`src/design/u8u16_pkg.sv`:
```
package u8u16_pkg;

   localparam int COUNT_BITS = 16;
   localparam int WIDE_BITS  = (COUNT_BITS > 16) ? COUNT_BITS : 16;

   localparam logic [7:0]  ASCII_MAX   = 8'h7F;
   localparam logic [7:0]  TWO_MAX     = 8'hDF;
   localparam logic [7:0]  LEAD2_MASK  = 8'h1F;
   localparam logic [7:0]  LEAD3_MASK  = 8'h0F;
   localparam logic [7:0]  CONT_MASK   = 8'h3F;
   localparam logic [15:0] REPORT_MAX  = 16'hFFFF;

   localparam logic [1:0] LEFT_NONE = 2'd0;
   localparam logic [1:0] LEFT_ONE  = 2'd1;
   localparam logic [1:0] LEFT_TWO  = 2'd2;

   typedef struct packed {
      logic [7:0] in_byte;
      logic       last_byte;
   } req_type;

   typedef struct packed {
      logic [15:0] code_unit;
      logic [15:0] char_count;
      logic        end_of_string;
   } rsp_type;

   typedef struct packed {
      logic [15:0]           partial_value;
      logic [1:0]            bytes_left;
      logic [COUNT_BITS-1:0] chars_seen;
   } dec_state_type;

endpackage

```
`src/design/u8u16_step.sv`:
```
module u8u16_step import u8u16_pkg::*; (
   input  req_type       word,
   input  logic          little_endian,
   input  dec_state_type cur,
   output dec_state_type nxt,
   output logic          emit,
   output rsp_type       result
);

   localparam logic [COUNT_BITS-1:0] COUNT_MAX = '1;

   logic [7:0]            b;
   logic [15:0]           unit;
   logic [COUNT_BITS-1:0] chars_inc;
   logic [WIDE_BITS-1:0]  chars_wide;

   always_comb begin
      b         = word.in_byte;
      unit      = '0;
      emit      = 1'b0;
      nxt       = cur;
      chars_inc = cur.chars_seen;
      chars_wide = '0;
      result    = '0;

      case (cur.bytes_left)
         LEFT_NONE: begin
            if (b <= ASCII_MAX) begin
               unit = {8'h00, b};
               emit = 1'b1;
            end else if (b <= TWO_MAX) begin
               nxt.partial_value = {5'b0, b[4:0] & LEAD2_MASK[4:0], 6'b0};
               nxt.bytes_left    = LEFT_ONE;
            end else begin
               nxt.partial_value = {b[3:0] & LEAD3_MASK[3:0], 12'b0};
               nxt.bytes_left    = LEFT_TWO;
            end
         end
         LEFT_TWO: begin
            nxt.partial_value = cur.partial_value | {4'b0, b[5:0] & CONT_MASK[5:0], 6'b0};
            nxt.bytes_left    = LEFT_ONE;
         end
         default: begin
            unit = cur.partial_value | {10'b0, b[5:0] & CONT_MASK[5:0]};
            emit = 1'b1;
         end
      endcase

      // A string that ends inside a sequence emits with the missing bits as zero.
      if (!emit && word.last_byte) begin
         unit = nxt.partial_value;
         emit = 1'b1;
      end

      if (emit) begin
         nxt.partial_value = '0;
         nxt.bytes_left    = LEFT_NONE;
         if (cur.chars_seen != COUNT_MAX) begin
            chars_inc = cur.chars_seen + 1'b1;
         end
         chars_wide = WIDE_BITS'(chars_inc);
         nxt.chars_seen = word.last_byte ? '0 : chars_inc;
         result.code_unit = little_endian ? {unit[7:0], unit[15:8]} : unit;
         result.char_count = (chars_wide > WIDE_BITS'(REPORT_MAX)) ?
                             REPORT_MAX : chars_wide[15:0];
         result.end_of_string = word.last_byte;
      end
   end

endmodule

```
`src/design/utf8_to_utf16_decoder.sv`:
```
// Channel  Direction  Payload   Handshake
// req      in         req_type  req_valid / req_ready
// rsp      out        rsp_type  rsp_valid / rsp_ready
// csr      in         1 bit     csr_wr_en, no wait
//
// A byte is decoded in the cycle after it is accepted, and its code unit is loaded into
// the result register at the end of that cycle unless that register still holds a stalled result.
// One byte is taken every cycle while the result register drains.
// Reset clears the decode state, the count, the byte order and both valid flags.
// A stalled result blocks new bytes only when the decode stage holds a word
// that also produces a result.
module utf8_to_utf16_decoder import u8u16_pkg::*; (
   input  logic    clock,
   input  logic    reset,
   input  logic    req_valid,
   output logic    req_ready,
   input  req_type req_word,
   output logic    rsp_valid,
   input  logic    rsp_ready,
   output rsp_type rsp_word,
   input  logic    csr_wr_en,
   input  logic    csr_wr_data
);

   logic          little_endian_ff;
   logic          in_valid_ff, in_valid_in;
   req_type       in_word_ff;
   dec_state_type state_ff, state_in;
   logic          out_valid_ff, out_valid_in;
   rsp_type       out_word_ff;
   logic          emit;
   rsp_type       result;
   logic          out_free, advance;

   u8u16_step step (
      .word          (in_word_ff),
      .little_endian (little_endian_ff),
      .cur           (state_ff),
      .nxt           (state_in),
      .emit          (emit),
      .result        (result)
   );

   always_comb begin
      out_free     = !out_valid_ff || rsp_ready;
      advance      = !in_valid_ff || !emit || out_free;
      in_valid_in  = advance ? req_valid : in_valid_ff;
      out_valid_in = out_valid_ff && !rsp_ready;
      if (in_valid_ff && emit && out_free) begin
         out_valid_in = 1'b1;
      end
   end

   always_ff @(posedge clock) begin
      if (reset) begin
         little_endian_ff <= 1'b0;
         in_valid_ff      <= 1'b0;
         out_valid_ff     <= 1'b0;
         state_ff         <= '0;
      end else begin
         if (csr_wr_en) begin
            little_endian_ff <= csr_wr_data;
         end
         in_valid_ff  <= in_valid_in;
         out_valid_ff <= out_valid_in;
         if (in_valid_ff && advance) begin
            state_ff <= state_in;
         end
      end
   end

   always_ff @(posedge clock) begin
      if (advance) begin
         in_word_ff <= req_word;
      end
      if (in_valid_ff && emit && out_free) begin
         out_word_ff <= result;
      end
   end

   assign req_ready = advance;
   assign rsp_valid = out_valid_ff;
   assign rsp_word  = out_word_ff;

endmodule

```
`config.mk`:
```
export PLATFORM = sky130hd
export DESIGN_NAME = utf8_to_utf16_decoder
export DESIGN_NICKNAME = d
export VERILOG_FILES = /design/src/design/u8u16_pkg.sv /design/src/design/u8u16_step.sv /design/src/design/utf8_to_utf16_decoder.sv
export SDC_FILE = /design/constraint.sdc
export NUM_CORES = 1
export LEC_CHECK = 0
export ABC_AREA = 1
export BUFFER_PORTS_ARGS = -buffer_cell sky130_fd_sc_hd__buf_4
export CORE_ASPECT_RATIO = 2
export CORE_MARGIN = 1
export CORE_UTILIZATION = 30
export CTS_CLUSTER_DIAMETER = 120
export DETAILED_ROUTE_END_ITERATION = 6
export PLACE_DENSITY = 0.52
export SLEW_MARGIN = 15
export SYNTH_ARGS = -nofsm -noshare
export SYNTH_HDL_FRONTEND = slang
export SYNTH_SLANG_ARGS = --single-unit
```
`constraint.sdc`:
```
create_clock -name clock -period 3.19 [get_ports clock]
set_input_delay 0.319 -clock clock [delete_from_list [all_inputs] [get_ports clock]]
set_output_delay 0.319 -clock clock [all_outputs]
set_load 0.01 [all_outputs]
```
==> flow_metrics.tcl, run 1 <==
set metrics [dict create \
    rsz0062_at_grt "no" \
    fin_util 0.369 \
    power.leakage_uw 0.00172 \
    tightest_slew_ps 736 \
    die_h_um 159 \
    portBuffers 49 \
    drt-total-wl_mm 9.11 \
    crit_path_end_kind "register" \
    grt_pass1_wl_mm 15.1 \
    startpoint_type "register" \
    die_w_um 80.6 \
    ctsResizeCount 0 \
    ios 50 \
    worst-path-max-fanout 33 \
    crit_top_cell "inv_1" \
    cts_sinks 79 \
    p_int_uw 1760 \
    dieArea_sq_um 12800 \
    drt_iter0_markers 165 \
    cts_hold_buf 0 \
    post-cts-setup-buffers 0 \
    postRouteAntennaNets 0 \
    synthDistinctLibCells 32 \
    grt_pass1_vias 3021 \
    place.gp.congestion 0.855 \
    clk_latency_ps 340 \
    synth_area_sq_um 3710 \
    maxCapViolations 0 \
    synth_nets 470 \
    core_area_sq_um 12100 \
    area_delta_synth_final_pct 20.8 \
    ys_seq_area_frac 0.540 \
    vdd_drop_max_uv 262 \
    dpl.hpwl_mm 7.10 \
    path_clk_slew_ps 60 \
    nFillCells 1259 \
    skew_ps 6.94 \
    cts_htree_levels 3 \
    slowest_stage "dfxtp_1" \
    fin_nets 514 \
    grt_max_degree 38 \
    antenna_found_initial 0 \
    post-route-min-period_ps 2300 \
    crit_required_ps 3180 \
    pwr-share-seq 0.489 \
    antennaDiodeCount 0 \
    path_buf_inv 4 \
    combPwrFrac 0.063 \
    vias_per_cell 4.76 \
    fp-row-count 57 \
    yosys_warnings 0 \
    status "finished clean" \
    cpPeakStageDelay_ps 570 \
    crit_family "buffers and inverters" \
    critPathKind "register to register" \
    mostFrequentLayoutCells "nand2_1 (162), buf_4 (50), a21oi_1 (45)" \
    ys_ff_latch 79 \
    path_cells "inv_1 > o21ai_4 > inv_4 > nand2_4 > nand3_2 > inv_1 > buf_4" \
    p_switching_uw 521 \
    cts_buffer_depth 2 \
    dr.pass1.iters 4 \
    cts_tree "built" \
    finalPower_uw 2280 \
    finalHoldViolations 0 \
    clockRootBuffer "clkbuf_16" \
    drv_slew 0 \
    setup_viol 0 \
    tns_ps 0 \
    syn-instance-count 454 \
    wl_per_cell_um 14.0 \
    drc 0 \
    min_path_type "input pin to register" \
    p_per_area_nw_per_um2 508 \
    finalCritPeriodShare 0.721 \
    overflow 0 \
    grtUsageTotal 0.158 \
    slew-limit-headroom 0.508 \
    avgSynthCellArea_sq_um 8.17 \
    max_freq_mhz 435 \
    cts_buffers 9 \
    vias 3091 \
    layout_commonest_cell "nand2_1" \
    power_frac_clock 0.448 \
    initial_utilization 0.306 \
    worstPathArrival_ps 2290 \
    switching_share 0.229 \
    drive_gt1_frac 0.159 \
]
worst reg2reg max path, delay by kind of cell (launching register included):
| family | cells | cell delay [ps] |
|---|---|---|
| DFF | 1 | 570 |
| buffers and inverters | 4 | 820 |
| AOI/OAI and AO/OA | 1 | 140 |
| and+or+nand+nor | 2 | 400 |
registers in the layout, summed over array words and instances (netlist names):
| register | flops |
|---|---|
| state_ff | 34 |
| rsp_word | 33 |
| in_word_ff | 9 |
| in_valid_ff | 1 |
| little_endian_ff | 1 |
| rsp_valid | 1 |
synthesized netlist by cell type, drive strengths merged:
library cell | number | area share
a21oi | 46 | 0.063
buf | 9 | 0.016
clkbuf | 8 | 0.0081
dfxtp | 37 | 0.20
edfxtp | 42 | 0.34
ha | 1 | 0.0034
inv | 42 | 0.043
nand2 | 165 | 0.17
nand3 | 17 | 0.029
nand3b | 1 | 0.0020
nand4 | 6 | 0.010
nor2 | 30 | 0.032
nor3 | 8 | 0.011
o211ai | 2 | 0.0040
o21ai | 25 | 0.037
o21bai | 2 | 0.0040
o22ai | 6 | 0.010
xnor2 | 2 | 0.0047
xor2 | 5 | 0.012
through the flow:
step	setup slack (ps)	cells	area (sq um)	hold WS (ps)
global route	659	650	4480	139
floorplan	1040	454	3710	418
finish	892	650	4480	151
global placement	956	634	4180	426
CTS	869	650	4480	142
detailed placement	882	634	4180	437
per-layer routing:
metal / GRT usage / share of wire / vias to the layer above / routed length, um
met5: 0 / 0 / - / 0
met4: 0.0860 / 0.034 / 0 / 312
met3: 0.0355 / 0.038 / 19 / 347
met2: 0.300 / 0.59 / 82 / 5380
met1: 0.149 / 0.34 / 1404 / 3070
li1: - / - / 1586 / -
logic make-up after synthesis:
group,count (synthesis),synth area share
and+or+nand+nor,227,0.255
AOI/OAI and AO/OA,81,0.118
DFF,79,0.540
buffers and inverters,59,0.0668
xor gates and xnor gates,7,0.0165
adders and majority gates,1,0.00337
cell type report:
class                      instances  area [sq um]  area share
inverter                          42           160      0.0358
sequential                        79          2000       0.447
clock buffer                      10           229      0.0511
timing repair buffer              50           375      0.0838
clock inverter                     6          70.1      0.0156
tap                              147           184      0.0411
multi-input combinational        316          1460       0.326
power by group through the flow:
stage          Combinational (uW)  Sequential, uW  Clock, uW
6_report                      144            1110       1020
5_1_grt                       161            1120       1090
4_1_cts                       148            1110       1050
3_5_place_dp                  147            1140          0
3_3_place_gp                  146            1140          0
2_1_floorplan                83.4            1140          0
path summary, 6_finish.rpt:
path / start / to / slack (ps) / cells past startpoint
worst min register to register: state_ff[22]$_SDFFE_PP0P_ / state_ff[22]$_SDFFE_PP0P_ / 450 / 2
worst min-delay path: req_word[4] / in_word_ff[4]$_DFFE_PP_ / 150 / 1
worst max register to register: state_ff[16]$_SDFFE_PP0P_ / rsp_word[19]$_SDFFCE_PN0P_ / 890 / 7
worst max-delay path: state_ff[16]$_SDFFE_PP0P_ / rsp_word[19]$_SDFFCE_PN0P_ / 890 / 7
No activity file was read; power rests on OpenSTA's default activity.
==> run 2: changes to the inputs <==
- ABC_AREA: 1 -> 0
- PLACE_DENSITY: 0.52 -> 0.53
- clock period: 3.19 -> 2 ns (I/O delays scaled with it)
==> flow_metrics.tcl, run 2 <==
set metrics [dict create \
    regArea_sq_um 2000 \
    vias_per_cell 5.53 \
    tns_ps 0 \
    crit_required_ps 1800 \
    synth_area_sq_um 4020 \
    max_freq_mhz 528 \
    cts_buffers 9 \
    mostFrequentLayoutCells "buf_4 (80), edfxtp_1 (42), dfxtp_1 (37)" \
    initial_utilization 0.307 \
    drc 5 \
    vias 3420 \
    ys_seq_area_frac 0.499 \
    finalCritPeriodShare 0.947 \
    finalHoldViolations 0 \
    grt_pass1_wl_mm 18.4 \
    wl_per_cell_um 18.5 \
    cts_sinks 79 \
    drv_slew 0 \
    reg2reg_from "in_word_ff[8]$_DFFE_PP_" \
    grtUsageTotal 0.172 \
    hold_start "req_word[8]" \
    startpoint_type "register" \
    slew-limit-headroom 0.579 \
    largest_reg_flops 34 \
    fp-row-count 59 \
    synth-edff-count 42 \
    skew_ps 8.57 \
    synthDistinctLibCells 68 \
    yosys_warnings 0 \
    synthTopCellsByArea "edfxtp_1 (31%), dfxtp_1 (18%), a21oi_1 (3.4%), nand2_1 (3.4%), o21ai_0 (2.4%)" \
    cts_htree_levels 3 \
    crit_path_end_kind "output port" \
    clockRootBuffer "clkbuf_16" \
    synth_common_cells "edfxtp_1 (42), dfxtp_1 (37), nand2_1 (36)" \
    power.leakage_uw 0.00181 \
    async_flop_share 0 \
    nFillCells 1286 \
    min_path_type "input pin to register" \
    yosysTopAreaCell "edfxtp_1" \
    violations "design-rule violations" \
    dpl.hpwl_mm 8.84 \
    die_h_um 166 \
    avgSynthCellArea_sq_um 10.0 \
    syn-instance-count 400 \
    holdWs_ps 42.7 \
    dieArea_sq_um 13900 \
    clk_latency_ps 330 \
    synth_nets 416 \
    fin_util 0.383 \
    p_per_area_nw_per_um2 743 \
    ys.flop_type "edfxtp_1" \
    core_area_sq_um 13100 \
    worst-path-max-fanout 6 \
    ios 50 \
    multi_input_area_sq_um 1810 \
    yosysMostFrequentCell "edfxtp_1" \
    die_w_um 83.8 \
    portBuffers 49 \
    cts_buffer_depth 2 \
    path_clk_slew_ps 60 \
    critPathKind "register to output port" \
    drt-total-wl_mm 11.4 \
    reg2reg_depth 4 \
    cts_tree "built" \
    grt_max_degree 33 \
    fin_nets 477 \
    rsz0062_at_grt "yes" \
    setup_viol 0 \
    grt_pass1_vias 3465 \
    postRouteAntennaNets 0 \
    status "finished, violations left" \
    startpoint "in_word_ff[8]$_DFFE_PP_" \
    drt_iter0_markers 142 \
    min_path_cells 1 \
    place.gp.congestion 0.916 \
    overflow 0 \
    vdd_drop_max_uv 476 \
    area_delta_synth_final_pct 24.6 \
    antenna_found_initial 0 \
    maxCapViolations 0 \
    dr.pass1.iters 7 \
    tightest_slew_ps 624 \
    synth.top_cell.area_share 0.314 \
    ys_ff_latch 79 \
    largest-register "state_ff" \
    post-route-min-period_ps 1890 \
    antennaDiodeCount 0 \
    layout_commonest_cell "buf_4" \
    cts_hold_buf 0 \
    drive_gt1_frac 0.273 \
    worstPathArrival_ps 1690 \
]
## run 2: cell type report
class	count	share of cell area
clock inverter	6	0.0123
clock buffer	10	0.0458
sequential	79	0.400
inverter	14	0.0105
timing repair buffer	83	0.132
multi-input combinational	274	0.361
tap	152	0.0380
## run 2: through the flow
stage	total power, uW	instance area, sq um	std cells	worst slack [ps]
floorplan	1980	4020	400	195
detailed placement	2150	4700	602	126
global route	3860	5000	618	-55.9
finish	3720	5000	618	105
CTS	3770	4990	618	47.6
global placement	2150	4700	602	152
## run 2: kinds of logic (layout without fill, tap and decap cells)
family	count (synthesis)	in the layout	share of synthesized area
AO/OA/AOI/OAI	116	116	0.198
flip-flops	79	79	0.499
AND/OR/NAND/NOR	141	141	0.204
buffers and inverters	47	113	0.0558
adder cells (fa/ha/maj)	1	1	0.00312
multiplexers	13	13	0.0337
XOR/XNOR	3	3	0.00655
## run 2: final timing paths
check	end	slack (ps)
worst max-delay path	req_ready	110
worst min-delay path	in_word_ff[8]$_DFFE_PP_	40
worst max register to register	state_ff[5]$_SDFFE_PP0P_	110
worst min register to register	state_ff[29]$_SDFFE_PP0P_	480
## run 2: layer usage
metal,part of all wire,routed length (um),GRT usage
met5,0,0,0
met4,0.058,664,0.115
met3,0.030,344,0.0224
met2,0.58,6620,0.335
met1,0.33,3810,0.161
## run 2: critical path, cell delays in order, from the launching register on
cell	delay (ps)
edfxtp_1	440
or2_2	320
a21oi_2	180
nand2_1	210
buf_4	220
## run 2: where the power goes
part           leakage [uW]  internal, uW  switching, uW  total (uW)
Clock              0.000142           962            644        1610
Combinational      0.000953           136            184         320
Sequential         0.000715          1760           34.5        1790
## run 2: repair_timing
item,4_1_cts,5_1_grt
setup endpoints to repair,0,7
gates resized for setup,0,3
buffers inserted,0,0
==> run 3: changes to the inputs <==
- CELL_PAD_IN_SITES_DETAIL_PLACEMENT: default -> 0
- CELL_PAD_IN_SITES_GLOBAL_PLACEMENT: default -> 2
- PLACE_DENSITY: 0.53 -> 0.74
==> flow_metrics.tcl, run 3 (synthesized netlist as in run 2, its figures left out) <==
set metrics [dict create \
    postRouteAntennaNets 0 \
    drc 11 \
    cts_sinks 79 \
    tns_ps 0 \
    area_delta_synth_final_pct 25.3 \
    instances_no_fill 625 \
    vias_per_cell 5.51 \
    grtUsageTotal 0.181 \
    max_freq_mhz 523 \
    clockRootBuffer "clkbuf_16" \
    finalCritPeriodShare 0.955 \
    violations "design-rule violations" \
    wl_per_cell_um 19.4 \
    holdWs_ps 39.8 \
    drive_gt1_frac 0.283 \
    largest_reg_flops 34 \
    grt_max_degree 33 \
    fp-row-count 59 \
    startpoint_type "register" \
    finalHoldViolations 0 \
    cts_buffer_depth 2 \
    cts_htree_levels 3 \
    layout_commonest_cell "buf_4" \
    post-route-min-period_ps 1910 \
    placed_cells 606 \
    core_area_sq_um 13100 \
    reg2reg_slack_ps 90 \
    status "finished, violations left" \
    ios 50 \
    layout_setup_ws_ps 89.1 \
    worst-path-max-fanout 5 \
    die_h_um 166 \
    cts_hold_buf 0 \
    place.gp.congestion 0.916 \
    grt_pass1_vias 3467 \
    dr.pass1.iters 7 \
    dpl.hpwl_mm 9.23 \
    drt-total-wl_mm 12.1 \
    mostFrequentLayoutCells "buf_4 (87), edfxtp_1 (42), dfxtp_1 (37)" \
    clk_latency_ps 330 \
    min_path_type "input pin to register" \
    power.leakage_uw 0.00182 \
    drt_iter0_markers 138 \
    drv_slew 0 \
    path_clk_slew_ps 60 \
    vdd_drop_max_uv 381 \
    setup_viol 0 \
    worstPathArrival_ps 2150 \
    skew_ps 4.72 \
    p_per_area_nw_per_um2 717 \
    crit_required_ps 2230 \
    dieArea_sq_um 13900 \
    fin_nets 484 \
    rsz0062_at_grt "no" \
    cts_tree "built" \
    stdcell_area_sq_um 5030 \
    vias 3446 \
    die_w_um 83.8 \
    grt_pass1_wl_mm 18.9 \
    initial_utilization 0.307 \
    antennaDiodeCount 0 \
    cts_buffers 9 \
    largest-register "state_ff" \
    maxCapViolations 0 \
    slew-limit-headroom 0.630 \
    tightest_slew_ps 551 \
    place_ws_ps 85.1 \
    place_area_sq_um 4720 \
    crit_path_end_kind "register" \
    overflow 0 \
    critPathKind "register to register" \
    portBuffers 49 \
    antenna_found_initial 0 \
]
-- run 3: layout make-up --
class	instances	area [sq um]
Clock buffer	10	229
Inverter	14	52.6
Clock inverter	6	37.5
Timing Repair Buffer	90	704
Fill cell	1297	8040
Tap cell	152	190
Sequential cell	79	2000
Multi-Input combinational cell	274	1810
-- run 3: critical path, stage by stage (launching register included) --
cell and delay, ps:
edfxtp_1 450, nor2_2 190, buf_4 170, o2111ai_1 270, or4_1 480, a31oi_1 250
-- run 3: path summary, 6_finish.rpt --
path,start,endpoint,depth (start not counted)
worst min register to register,state_ff[29]$_SDFFE_PP0P_,state_ff[29]$_SDFFE_PP0P_,2
worst max-delay path,in_word_ff[8]$_DFFE_PP_,state_ff[5]$_SDFFE_PP0P_,5
worst min-delay path,req_word[2],in_word_ff[2]$_DFFE_PP_,1
worst max register to register,in_word_ff[8]$_DFFE_PP_,state_ff[5]$_SDFFE_PP0P_,5
-- run 3: stage by stage --
step	util	power (uW)
after floorplan	-	1980
after global placement	0.361	2150
after detailed placement	0.361	2150
after CTS	0.382	3650
after global routing	0.385	3740
final	0.385	3600
-- run 3: repair_timing --
item                       CTS  global route
gates resized for setup      1             5
hold endpoints to repair     0             0
setup endpoints to repair    1             8
setup buffers                0             3
-- run 3: per-layer routing --
layer | vias up | part of all wire | global-route usage | routed length (um)
met5 | - | 0 | 0 | 0
met4 | 0 | 0.048 | 0.106 | 578
met3 | 28 | 0.025 | 0.0234 | 309
met2 | 100 | 0.59 | 0.363 | 7160
met1 | 1648 | 0.34 | 0.166 | 4080
li1 | 1670 | - | - | -
-- run 3: where the power goes --
part           total (uW)  switching, uW  internal (uW)
combinational         327            192            134
clock                1490            653            834
sequential           1790           34.9           1760
total                3600            880           2720
